`src/rtl/isml_pkg.sv`:
```
// shared types and constants for the interval set merge and lookup block
package isml_pkg;

   localparam int MAX_INTERVALS_DEF = 16;
   localparam int TIME_WIDTH_DEF    = 32;

   typedef enum logic [1:0] {
      FN_INSERT = 2'd0,
      FN_LOOKUP = 2'd1,
      FN_CLEAR  = 2'd2
   } func_type;

   typedef enum logic [1:0] {
      ST_DONE  = 2'd0,
      ST_EMPTY = 2'd1,
      ST_FULL  = 2'd2
   } status_type;

   typedef enum logic [3:0] {
      S_IDLE,
      S_SCAN_RD,
      S_SCAN_EV,
      S_CHECK,
      S_COPY_RD,
      S_COPY_EV,
      S_LOOK_RD,
      S_LOOK_EV,
      S_DONE
   } state_type;

endpackage

```
`src/rtl/interval_set_merge_lookup.sv`:
```
// steps per item: clear, an empty insert and an unused code go straight to the result;
// a lookup reads the stored entries in order until the first hit or the last entry;
// an insert scans every stored entry, then a copy pass writes the kept entries and the new
// interval in order into the other bank; a full-table reject stops after the scan.
// one item at a time; a result held back by rsp_ready stalls the block in S_DONE.
// reset (synchronous) empties the table and drops any pending result; memory not cleared.
module interval_set_merge_lookup
   import isml_pkg::*;
#(
   parameter int MAX_INTERVALS = MAX_INTERVALS_DEF,
   parameter int TIME_WIDTH    = TIME_WIDTH_DEF,
   localparam int CNT_W        = $clog2(MAX_INTERVALS + 1)
) (
   input  logic                  clock,
   input  logic                  reset,
   input  logic                  req_valid,
   output logic                  req_ready,
   input  logic [1:0]            req_func,
   input  logic [TIME_WIDTH-1:0] req_start_time,
   input  logic [TIME_WIDTH-1:0] req_end_time,
   input  logic [TIME_WIDTH-1:0] req_query_time,
   output logic                  rsp_valid,
   input  logic                  rsp_ready,
   output logic [1:0]            rsp_status,
   output logic                  rsp_hit,
   output logic [TIME_WIDTH-1:0] rsp_found_start,
   output logic [TIME_WIDTH-1:0] rsp_found_end,
   output logic [CNT_W-1:0]      rsp_entry_count
);

   localparam int IDX_W     = $clog2(MAX_INTERVALS);
   localparam int ADDR_W    = IDX_W + 1;
   localparam int MEM_DEPTH = 2 ** ADDR_W;

   // two banks: the copy pass reads one and writes the other
   logic [TIME_WIDTH-1:0] mem_start [MEM_DEPTH];
   logic [TIME_WIDTH-1:0] mem_end   [MEM_DEPTH];

   state_type             state_ff, state_in;
   logic                  bank_ff, bank_in;
   logic [CNT_W-1:0]      count_ff, count_in;
   logic [CNT_W-1:0]      rd_idx_ff, rd_idx_in;
   logic [CNT_W-1:0]      wr_idx_ff, wr_idx_in;
   logic [CNT_W-1:0]      kept_cnt_ff, kept_cnt_in;
   logic [MAX_INTERVALS-1:0] kept_ff, kept_in;
   logic                  inserted_ff, inserted_in;
   logic [TIME_WIDTH-1:0] lo_ff, lo_in;
   logic [TIME_WIDTH-1:0] hi_ff, hi_in;
   logic [TIME_WIDTH-1:0] q_ff, q_in;
   status_type            status_ff, status_in;
   logic                  hit_ff, hit_in;
   logic [TIME_WIDTH-1:0] fs_ff, fs_in;
   logic [TIME_WIDTH-1:0] fe_ff, fe_in;

   logic                  rsp_valid_ff, rsp_valid_in;
   logic [1:0]            rsp_status_ff, rsp_status_in;
   logic                  rsp_hit_ff, rsp_hit_in;
   logic [TIME_WIDTH-1:0] rsp_fs_ff, rsp_fs_in;
   logic [TIME_WIDTH-1:0] rsp_fe_ff, rsp_fe_in;
   logic [CNT_W-1:0]      rsp_cnt_ff, rsp_cnt_in;

   logic                  rd_en;
   logic [ADDR_W-1:0]     rd_addr;
   logic [TIME_WIDTH-1:0] rd_start_ff, rd_end_ff;
   logic                  wr_en;
   logic [ADDR_W-1:0]     wr_addr;
   logic [TIME_WIDTH-1:0] wr_start, wr_end;

   logic                  accept;
   logic                  out_free;
   logic [CNT_W-1:0]      rd_next;
   logic                  rd_last;
   logic                  disjoint;

   assign req_ready       = (state_ff == S_IDLE);
   assign accept          = req_valid && req_ready;
   assign out_free        = !rsp_valid_ff || rsp_ready;
   assign rsp_valid       = rsp_valid_ff;
   assign rsp_status      = rsp_status_ff;
   assign rsp_hit         = rsp_hit_ff;
   assign rsp_found_start = rsp_fs_ff;
   assign rsp_found_end   = rsp_fe_ff;
   assign rsp_entry_count = rsp_cnt_ff;

   assign rd_addr  = {bank_ff, rd_idx_ff[IDX_W-1:0]};
   assign rd_next  = rd_idx_ff + CNT_W'(1);
   assign rd_last  = (rd_next == count_ff);
   assign disjoint = (rd_end_ff < lo_ff) || (rd_start_ff > hi_ff);

   always_ff @(posedge clock) begin
      if (wr_en) begin
         mem_start[wr_addr] <= wr_start;
         mem_end[wr_addr]   <= wr_end;
      end
      if (rd_en) begin
         rd_start_ff <= mem_start[rd_addr];
         rd_end_ff   <= mem_end[rd_addr];
      end
   end

   always_ff @(posedge clock) begin
      if (reset) begin
         state_ff     <= S_IDLE;
         bank_ff      <= 1'b0;
         count_ff     <= '0;
         rsp_valid_ff <= 1'b0;
      end else begin
         state_ff     <= state_in;
         bank_ff      <= bank_in;
         count_ff     <= count_in;
         rsp_valid_ff <= rsp_valid_in;
      end
   end

   always_ff @(posedge clock) begin
      rd_idx_ff     <= rd_idx_in;
      wr_idx_ff     <= wr_idx_in;
      kept_cnt_ff   <= kept_cnt_in;
      kept_ff       <= kept_in;
      inserted_ff   <= inserted_in;
      lo_ff         <= lo_in;
      hi_ff         <= hi_in;
      q_ff          <= q_in;
      status_ff     <= status_in;
      hit_ff        <= hit_in;
      fs_ff         <= fs_in;
      fe_ff         <= fe_in;
      rsp_status_ff <= rsp_status_in;
      rsp_hit_ff    <= rsp_hit_in;
      rsp_fs_ff     <= rsp_fs_in;
      rsp_fe_ff     <= rsp_fe_in;
      rsp_cnt_ff    <= rsp_cnt_in;
   end

   always_comb begin
      state_in      = state_ff;
      bank_in       = bank_ff;
      count_in      = count_ff;
      rd_idx_in     = rd_idx_ff;
      wr_idx_in     = wr_idx_ff;
      kept_cnt_in   = kept_cnt_ff;
      kept_in       = kept_ff;
      inserted_in   = inserted_ff;
      lo_in         = lo_ff;
      hi_in         = hi_ff;
      q_in          = q_ff;
      status_in     = status_ff;
      hit_in        = hit_ff;
      fs_in         = fs_ff;
      fe_in         = fe_ff;
      rsp_valid_in  = rsp_valid_ff && !rsp_ready;
      rsp_status_in = rsp_status_ff;
      rsp_hit_in    = rsp_hit_ff;
      rsp_fs_in     = rsp_fs_ff;
      rsp_fe_in     = rsp_fe_ff;
      rsp_cnt_in    = rsp_cnt_ff;
      rd_en         = 1'b0;
      wr_en         = 1'b0;
      wr_addr       = {~bank_ff, wr_idx_ff[IDX_W-1:0]};
      wr_start      = lo_ff;
      wr_end        = hi_ff;

      unique case (state_ff)
         S_IDLE: begin
            if (accept) begin
               status_in = ST_DONE;
               hit_in    = 1'b0;
               fs_in     = '0;
               fe_in     = '0;
               rd_idx_in = '0;
               state_in  = S_DONE;
               unique case (req_func)
                  FN_INSERT: begin
                     lo_in       = req_start_time;
                     hi_in       = req_end_time;
                     kept_cnt_in = '0;
                     if (req_end_time <= req_start_time) begin
                        status_in = ST_EMPTY;
                     end else if (count_ff == '0) begin
                        state_in = S_CHECK;
                     end else begin
                        state_in = S_SCAN_RD;
                     end
                  end
                  FN_LOOKUP: begin
                     q_in = req_query_time;
                     if (count_ff != '0) begin
                        state_in = S_LOOK_RD;
                     end
                  end
                  FN_CLEAR: begin
                     count_in = '0;
                  end
                  default: begin
                  end
               endcase
            end
         end

         S_SCAN_RD: begin
            rd_en    = 1'b1;
            state_in = S_SCAN_EV;
         end

         // fold an overlapping or touching entry into the new interval
         S_SCAN_EV: begin
            kept_in[rd_idx_ff[IDX_W-1:0]] = disjoint;
            if (disjoint) begin
               kept_cnt_in = kept_cnt_ff + CNT_W'(1);
            end else begin
               if (rd_start_ff < lo_ff) lo_in = rd_start_ff;
               if (rd_end_ff > hi_ff)   hi_in = rd_end_ff;
            end
            rd_idx_in = rd_next;
            state_in  = rd_last ? S_CHECK : S_SCAN_RD;
         end

         S_CHECK: begin
            rd_idx_in   = '0;
            wr_idx_in   = '0;
            inserted_in = 1'b0;
            if (kept_cnt_ff == CNT_W'(MAX_INTERVALS)) begin
               status_in = ST_FULL;
               state_in  = S_DONE;
            end else begin
               state_in = S_COPY_RD;
            end
         end

         S_COPY_RD: begin
            if (rd_idx_ff == count_ff) begin
               // end of the old table: append the new interval if still due
               if (!inserted_ff) begin
                  wr_en    = 1'b1;
                  count_in = wr_idx_ff + CNT_W'(1);
               end else begin
                  count_in = wr_idx_ff;
               end
               bank_in  = ~bank_ff;
               state_in = S_DONE;
            end else begin
               rd_en    = 1'b1;
               state_in = S_COPY_EV;
            end
         end

         S_COPY_EV: begin
            priority if (!kept_ff[rd_idx_ff[IDX_W-1:0]]) begin
               rd_idx_in = rd_next;
               state_in  = S_COPY_RD;
            end else if (!inserted_ff && (rd_start_ff >= lo_ff)) begin
               // new interval goes ahead of this entry, which is taken next cycle
               wr_en       = 1'b1;
               wr_idx_in   = wr_idx_ff + CNT_W'(1);
               inserted_in = 1'b1;
            end else begin
               wr_en     = 1'b1;
               wr_start  = rd_start_ff;
               wr_end    = rd_end_ff;
               wr_idx_in = wr_idx_ff + CNT_W'(1);
               rd_idx_in = rd_next;
               state_in  = S_COPY_RD;
            end
         end

         S_LOOK_RD: begin
            rd_en    = 1'b1;
            state_in = S_LOOK_EV;
         end

         S_LOOK_EV: begin
            if ((q_ff >= rd_start_ff) && (q_ff <= rd_end_ff)) begin
               hit_in   = 1'b1;
               fs_in    = rd_start_ff;
               fe_in    = rd_end_ff;
               state_in = S_DONE;
            end else begin
               rd_idx_in = rd_next;
               state_in  = rd_last ? S_DONE : S_LOOK_RD;
            end
         end

         S_DONE: begin
            if (out_free) begin
               rsp_valid_in  = 1'b1;
               rsp_status_in = status_ff;
               rsp_hit_in    = hit_ff;
               rsp_fs_in     = fs_ff;
               rsp_fe_in     = fe_ff;
               rsp_cnt_in    = count_ff;
               state_in      = S_IDLE;
            end
         end

         default: begin
            state_in = S_IDLE;
         end
      endcase
   end

endmodule
```
`config.mk`:
```
export PLATFORM = sky130hd
export DESIGN_NAME = interval_set_merge_lookup
export DESIGN_NICKNAME = d
export VERILOG_FILES = /design/src/rtl/isml_pkg.sv /design/src/rtl/interval_set_merge_lookup.sv
export SDC_FILE = /design/constraint.sdc
export NUM_CORES = 2
export LEC_CHECK = 0
export ABC_CLOCK_PERIOD_IN_PS = 7200
export BUFFER_PORTS_ARGS = -buffer_cell sky130_fd_sc_hd__buf_2
export CORE_ASPECT_RATIO = 0.5
export CORE_UTILIZATION = 30
export DETAILED_ROUTE_END_ITERATION = 7
export SYNTH_ARGS = -nofsm -noshare
export SYNTH_HDL_FRONTEND = slang
export SYNTH_SLANG_ARGS = --single-unit
export TNS_END_PERCENT = 10
```
`constraint.sdc`:
```
create_clock -name clock -period 7.2 [get_ports clock]
set_clock_uncertainty 0.2 [all_clocks]
set_input_delay 1.44 -clock clock [delete_from_list [all_inputs] [get_ports clock]]
set_output_delay 1.44 -clock clock [all_outputs]
set_load 0.1 [all_outputs]
```
; After elaboration in Yosys (flattened, before gate mapping)
; Memory sizes are Yosys's and may differ from the RTL's. A register that Yosys moved wholly into a read port is not among the register bits.
; Cells that the tools add are included.
[op_classes]
bitwise = 1
reduce_logical = 34
addsub = 3
order_cmp = 10
mux = 77
n_eq_ne = 28
[op_table]
columns = cell, count
row1 = two-way mux 32 bit, 17
row2 = one-hot mux 32 bit (2 select lines), 4
row3 = greater-or-equal comparator 32 bit, 2
row4 = > comparator 32 bit, 2
row5 = <= comparator 32 bit, 2
row6 = less-than comparator 32 bit, 2
row7 = two-way mux 5 bit, 12
row8 = two-way mux 4 bit, 10
row9 = one-hot mux 4 bit (9 select lines), 1
row10 = one-hot mux 5 bit (2 select lines), 3
row11 = one-hot mux 5 bit (5 select lines), 1
row12 = "!= test 2 bit, second input constant", 11
row13 = bitwise mux 16 bit, 1
row14 = "equality test 4 x 3 -> 1 bit, second input constant", 4
row15 = two-way mux 1 bit, 16
row16 = "adder 5 x 1 -> 5 bit, second input constant", 3
row17 = AND reduction 3 bit, 5
row18 = AND reduction 4 bit, 3
row19 = equality test 5 bit, 2
row20 = AND reduction 5 bit, 2
row21 = nonzero test 2 bit, 5
row22 = nonzero test 5 bit, 2
row23 = "equality test 4 x 2 -> 1 bit, second input constant", 2
row24 = two-way mux 2 bit, 4
row25 = 23 further kinds, 37
[totals]
register_bits = 278
out_inout_bits = 74
wordCells = 176
ram_bits = 2048
mem_count = 2
inputBits = 102
[mem_list]
columns = memory, words, width, rd, rd_ports_with_merged_regs, write_ports, line
row1 = mem_end, 32, 32, 1, 1, 1, interval_set_merge_lookup.sv:37  ; logic [TIME_WIDTH-1:0] mem_end [MEM_DEPTH];
row2 = mem_start, 32, 32, 1, 1, 1, interval_set_merge_lookup.sv:36  ; logic [TIME_WIDTH-1:0] mem_start [MEM_DEPTH];

; Longest topological paths before layout
[depth]
word_depth = 6
depth_mapped = 12
mapped_depth_nobuf = 10

; Worst setup path after synthesis
; Ideal clock, no wire load.
[synth_timing]
path_kind = in2reg
startpoint = input rsp_ready
endpoint = register rsp_cnt_ff[0] (netlist: rsp_entry_count[0]), enable pin
required_ps = 6490
cell_stages = 2
n_path_buf = 0
slack_ps = 1708
setup_ps = 510
t_arrival_ps = 4782
path_cell_list = nand2b_1 > nor2b_1
[synth_via]
elab_chain_len = 2
[synth_rtl]
columns = element, line
row1 = from (decl), interval_set_merge_lookup.sv:23  ; input logic rsp_ready,
row2 = logical OR 1 bit, interval_set_merge_lookup.sv:77  ; assign out_free = !rsp_valid_ff || rsp_ready;
row3 = AND reduction 2 bit (no line), --
row4 = to (signal assigned), interval_set_merge_lookup.sv:132  ; rsp_cnt_ff <= rsp_cnt_in;
row5 = to (decl), interval_set_merge_lookup.sv:60  ; logic [CNT_W-1:0] rsp_cnt_ff, rsp_cnt_in;
; Every way passes these cells.
; A chain may end at the register's enable or synchronous reset.

; Final worst setup path
[layout_timing]
startpoint = register rd_idx_ff[3]
endpoint = memory mem_end[16][13] in the netlist's numbering, enable pin
[layout_via]
elab_chain_len = 6
word_cells_on_any_way = 8
cone_classes = 1 x eq/ne / 7 x mux
[layout_rtl]
columns = element, line
row1 = from (decl), interval_set_merge_lookup.sv:42  ; logic [CNT_W-1:0] rd_idx_ff, rd_idx_in;
row2 = from (signal assigned), interval_set_merge_lookup.sv:116  ; rd_idx_ff <= rd_idx_in;
row3 = binary-select mux 1 bit (select 4 bit), interval_set_merge_lookup.sv:248  ; priority if (!kept_ff[rd_idx_ff[IDX_W-1:0]]) begin
row4 = two-way mux 1 bit (not written as such), interval_set_merge_lookup.sv:248
row5 = two-way mux 1 bit, interval_set_merge_lookup.sv:248
row6 = one-hot mux 1 bit (2 select lines) *, interval_set_merge_lookup.sv:163  ; unique case (state_ff)
row7 = two-way mux 1 bit *, interval_set_merge_lookup.sv:91  ; if (wr_en) begin
row8 = two-way mux 1 bit (not written as such) *, interval_set_merge_lookup.sv:93  ; mem_end[wr_addr] <= wr_end;
row9 = to (decl), interval_set_merge_lookup.sv:37
; Every way passes the cells marked *; elsewhere a longest branch is shown, timed or not. The select of a mux whose other input is x is not followed.

==> impl_metrics.csv <==
group,metric,value,unit
logic_synthesis,async_flop_share,0,%
global_routing,grt_pass1_wl,376,mm
final_layout,fillers,29100,
die,core,317000,um^2
clock_tree,cts_setup_buffers,0,
logic_synthesis,yosysMostFrequentCell,"edfxtp_1",
route,wire_per_inst,29.2,um
global_routing,overflow,0,
timing,hold_viol,0,
timing,timing.final.crit_share,68.8,%
worst_setup_path,slowest_delay,850,ps
logic_synthesis,synth-edff-count,2379,
route,viasPerCell,5.19,
clock_tree,clockRootBuffer,"clkbuf_16",
clock_tree,cts_num_sinks,2390,
route,vias,48200,
worst_setup_path,crit_chain,"buf_12, mux4_2, mux4_2, nand2_1, o41ai_1, nand2_1, nor2_4, buf_4",
route,post-route-drc-count,0,
run_status,outcome,"finished, final reports clean",
logic_synthesis,syn_inst,4510,
power,cellLeakagePower,35.3,nW
placed_design,place_ws,2290,ps
timing,fmax,202,MHz
timing,setup_tns,0,ps
die,rows,146,
placed_design,dpl.hpwl,154,mm
final_layout,largestRegisters,"mem_end x1024, mem_start x1024",
hold_path,hp-class,"register to register",
worst_setup_path,crit_fanout,110,
global_routing,grt_usage,16.4,%
final_layout,area_growth_syn_to_layout,15.5,%
timing,fin_crit,4960,ps
final_layout,final_cells,9301,
logic_synthesis,synth_top_cell_by_area,"edfxtp_1",
route,ant_nets,0,
worst_setup_path,end_kind,"register",
die,dieWidth,802,um
final_layout,drive_gt1_share,29.2,%
global_routing,grt_max_degree,143,
power,ir_worst_vdd,0.204,mV
worst_setup_path,path_class,"register to register",
final_layout,nets,5219,
logic_synthesis,yosys-top-cells-count,"edfxtp_1, mux4_2, ha_1",
final_layout,multi_input_area,23400,um^2
die,design.die.area,322000,um^2
worst_setup_path,cp_top_family,"simple AND/OR/NAND/NOR gates",
logic_synthesis,ys_top_cells_by_area,"edfxtp_1, mux4_2, ha_1",
die,die_y,402,um
clock_tree,cts_tree,"done",
timing,report.final.slew_viol_count,0,
clock_tree,clkTransAtPathRegs,60,ps
route,drtIter0Drc,6038,
timing,finalSetupViolations,0,
placed_design,io_buffers,175,
worst_setup_path,cpMaxStageDelayCell,"nor2_4",
die,io_pins,176,
timing,setup_slack,2240,ps
logic_synthesis,yosys.area.top_type_share,74.5,%
placed_design,gp_congestion,0.915,
logic_synthesis,yosysWarnings,0,
clock_tree,cts_resized,0,
logic_synthesis,synth_fp_nets,4845,
timing,tightest_slew,1350,ps
worst_setup_path,cp.arrival,5220,ps
clock_tree,htreeDepth,4,
logic_synthesis,yosys.cell_types.count,59,
die,start_util,30.2,%
timing,rsz0062_at_grt,"no",
logic_synthesis,synth.avg_cell_area,21.3,um^2
logic_synthesis,synth_seq_cells,2390,
worst_setup_path,worstPathRequired,7460,ps
logic_synthesis,ys_seq_area_share,74.7,%
clock_tree,ctsHoldBuffers,0,
final_layout,ff_latch_area,71700,um^2
logic_synthesis,synthFlopType,"edfxtp_1",
route,routed_wl,271,mm
global_routing,grt_antenna_before_repair,14,
worst_setup_path,path_buf_inv,2,
clock_tree,cts_inserted_buffers,228,
route,drtPass1Iterations,5,
clock_tree,clk_path_buf_depth,3,
global_routing,grt_pass1_vias,47500,
clock_tree,clk_latency,880,ps
run,max_cap_viol_count,0,
logic_synthesis,synthesis.area,95900,um^2
worst_setup_path,start_kind,"register",
timing,relSlewSlack,8.45,%
placed_design,dpl.cell_count,8872,
power,pwr_density_cell,283,nW/um^2
## final cells by class
cell class	count	share of cell area (%)
timing repair buffer	338	2.20
sequential	2390	64.7
clock inverter	148	1.30
clock buffer	274	5.33
antenna	7	0.0158
multi-input combinational	1752	21.1
tap	4218	4.76
inverter	174	0.590
## layout by cell type (no fill, tap or decap), drive strengths merged, types with 4 or more instances in the layout
cell type and n:
nor2 155, clkinv 109, nor3b 5, bufinv 23, clkbuf 274, nand2 120
ha 233, mux2i 65, inv 181, nor4 9, a21o 27, xnor2 10
dfxtp 11, a21oi 83, clkinvlp 9, a211oi 10, nand4 39, and3 8
edfxtp 2379, and2 15, nand2b 11, a221oi 4, mux4 645, nor2b 11
a31oi 4, and4 4, nand3 31, nand3b 6, a21boi 4, mux2 67
or3 7, o211ai 9, diode 7, a221o 4, xor2 10, o21ai 103
buf 338, nor3 17
## cell families after synthesis
logic type	synth area share, %
multiplexers	16.6
buffers and inverters	1.56
XOR/XNOR	0.183
flip-flops	74.7
AND/OR/NAND/NOR	2.17
adder cells (fa/ha/maj)	3.04
AO/OA/AOI/OAI	1.72
## final timing paths
kind | slack [ps] | start | to | cells after the start
setup / recovery | 2240 | rd_idx_ff[3]$_SDFFCE_PN0P_ | mem_end[16][13]$_DFFE_PP_ | 8
hold / removal | 220 | fs_ff[3]$_SDFFCE_PN0P_ | rsp_found_start[3]$_DFFE_PP_ | 0
setup reg to reg | 2240 | rd_idx_ff[3]$_SDFFCE_PN0P_ | mem_end[16][13]$_DFFE_PP_ | 8
hold reg to reg | 220 | fs_ff[3]$_SDFFCE_PN0P_ | rsp_found_start[3]$_DFFE_PP_ | 0
## routing by layer
layer,global-route usage [%],share of wire [%]
met1,22.2,40
met2,27.1,48
met3,2.19,6.9
met4,6.31,4.3
met5,0,0
## per-stage QoR
stage | utilization [%] | hold slack, ps | total power (W) | cell area (um^2)
after floorplan | - | 200 | 0.0187 | 95900
after global placement | 32.6 | 204 | 0.0198 | 103000
after detailed placement | 32.6 | 205 | 0.0198 | 103000
after CTS | 34.9 | 219 | 0.0315 | 111000
after global routing | 34.9 | 222 | 0.0322 | 111000
final | 34.9 | 217 | 0.0313 | 111000
## power breakdown
part | switching [W] | internal (W)
clock network | 0.00523 | 0.00667
logic | 0.00219 | 0.00167
registers | 0.0000848 | 0.0155
## worst reg2reg max path, cell delays in order, from the launching register on
cell	delay, ps
edfxtp_1	410
buf_12	770
mux4_2	410
mux4_2	230
nand2_1	140
o41ai_1	200
nand2_1	680
nor2_4	850
buf_4	660
(Power assumes the default switching activity.)
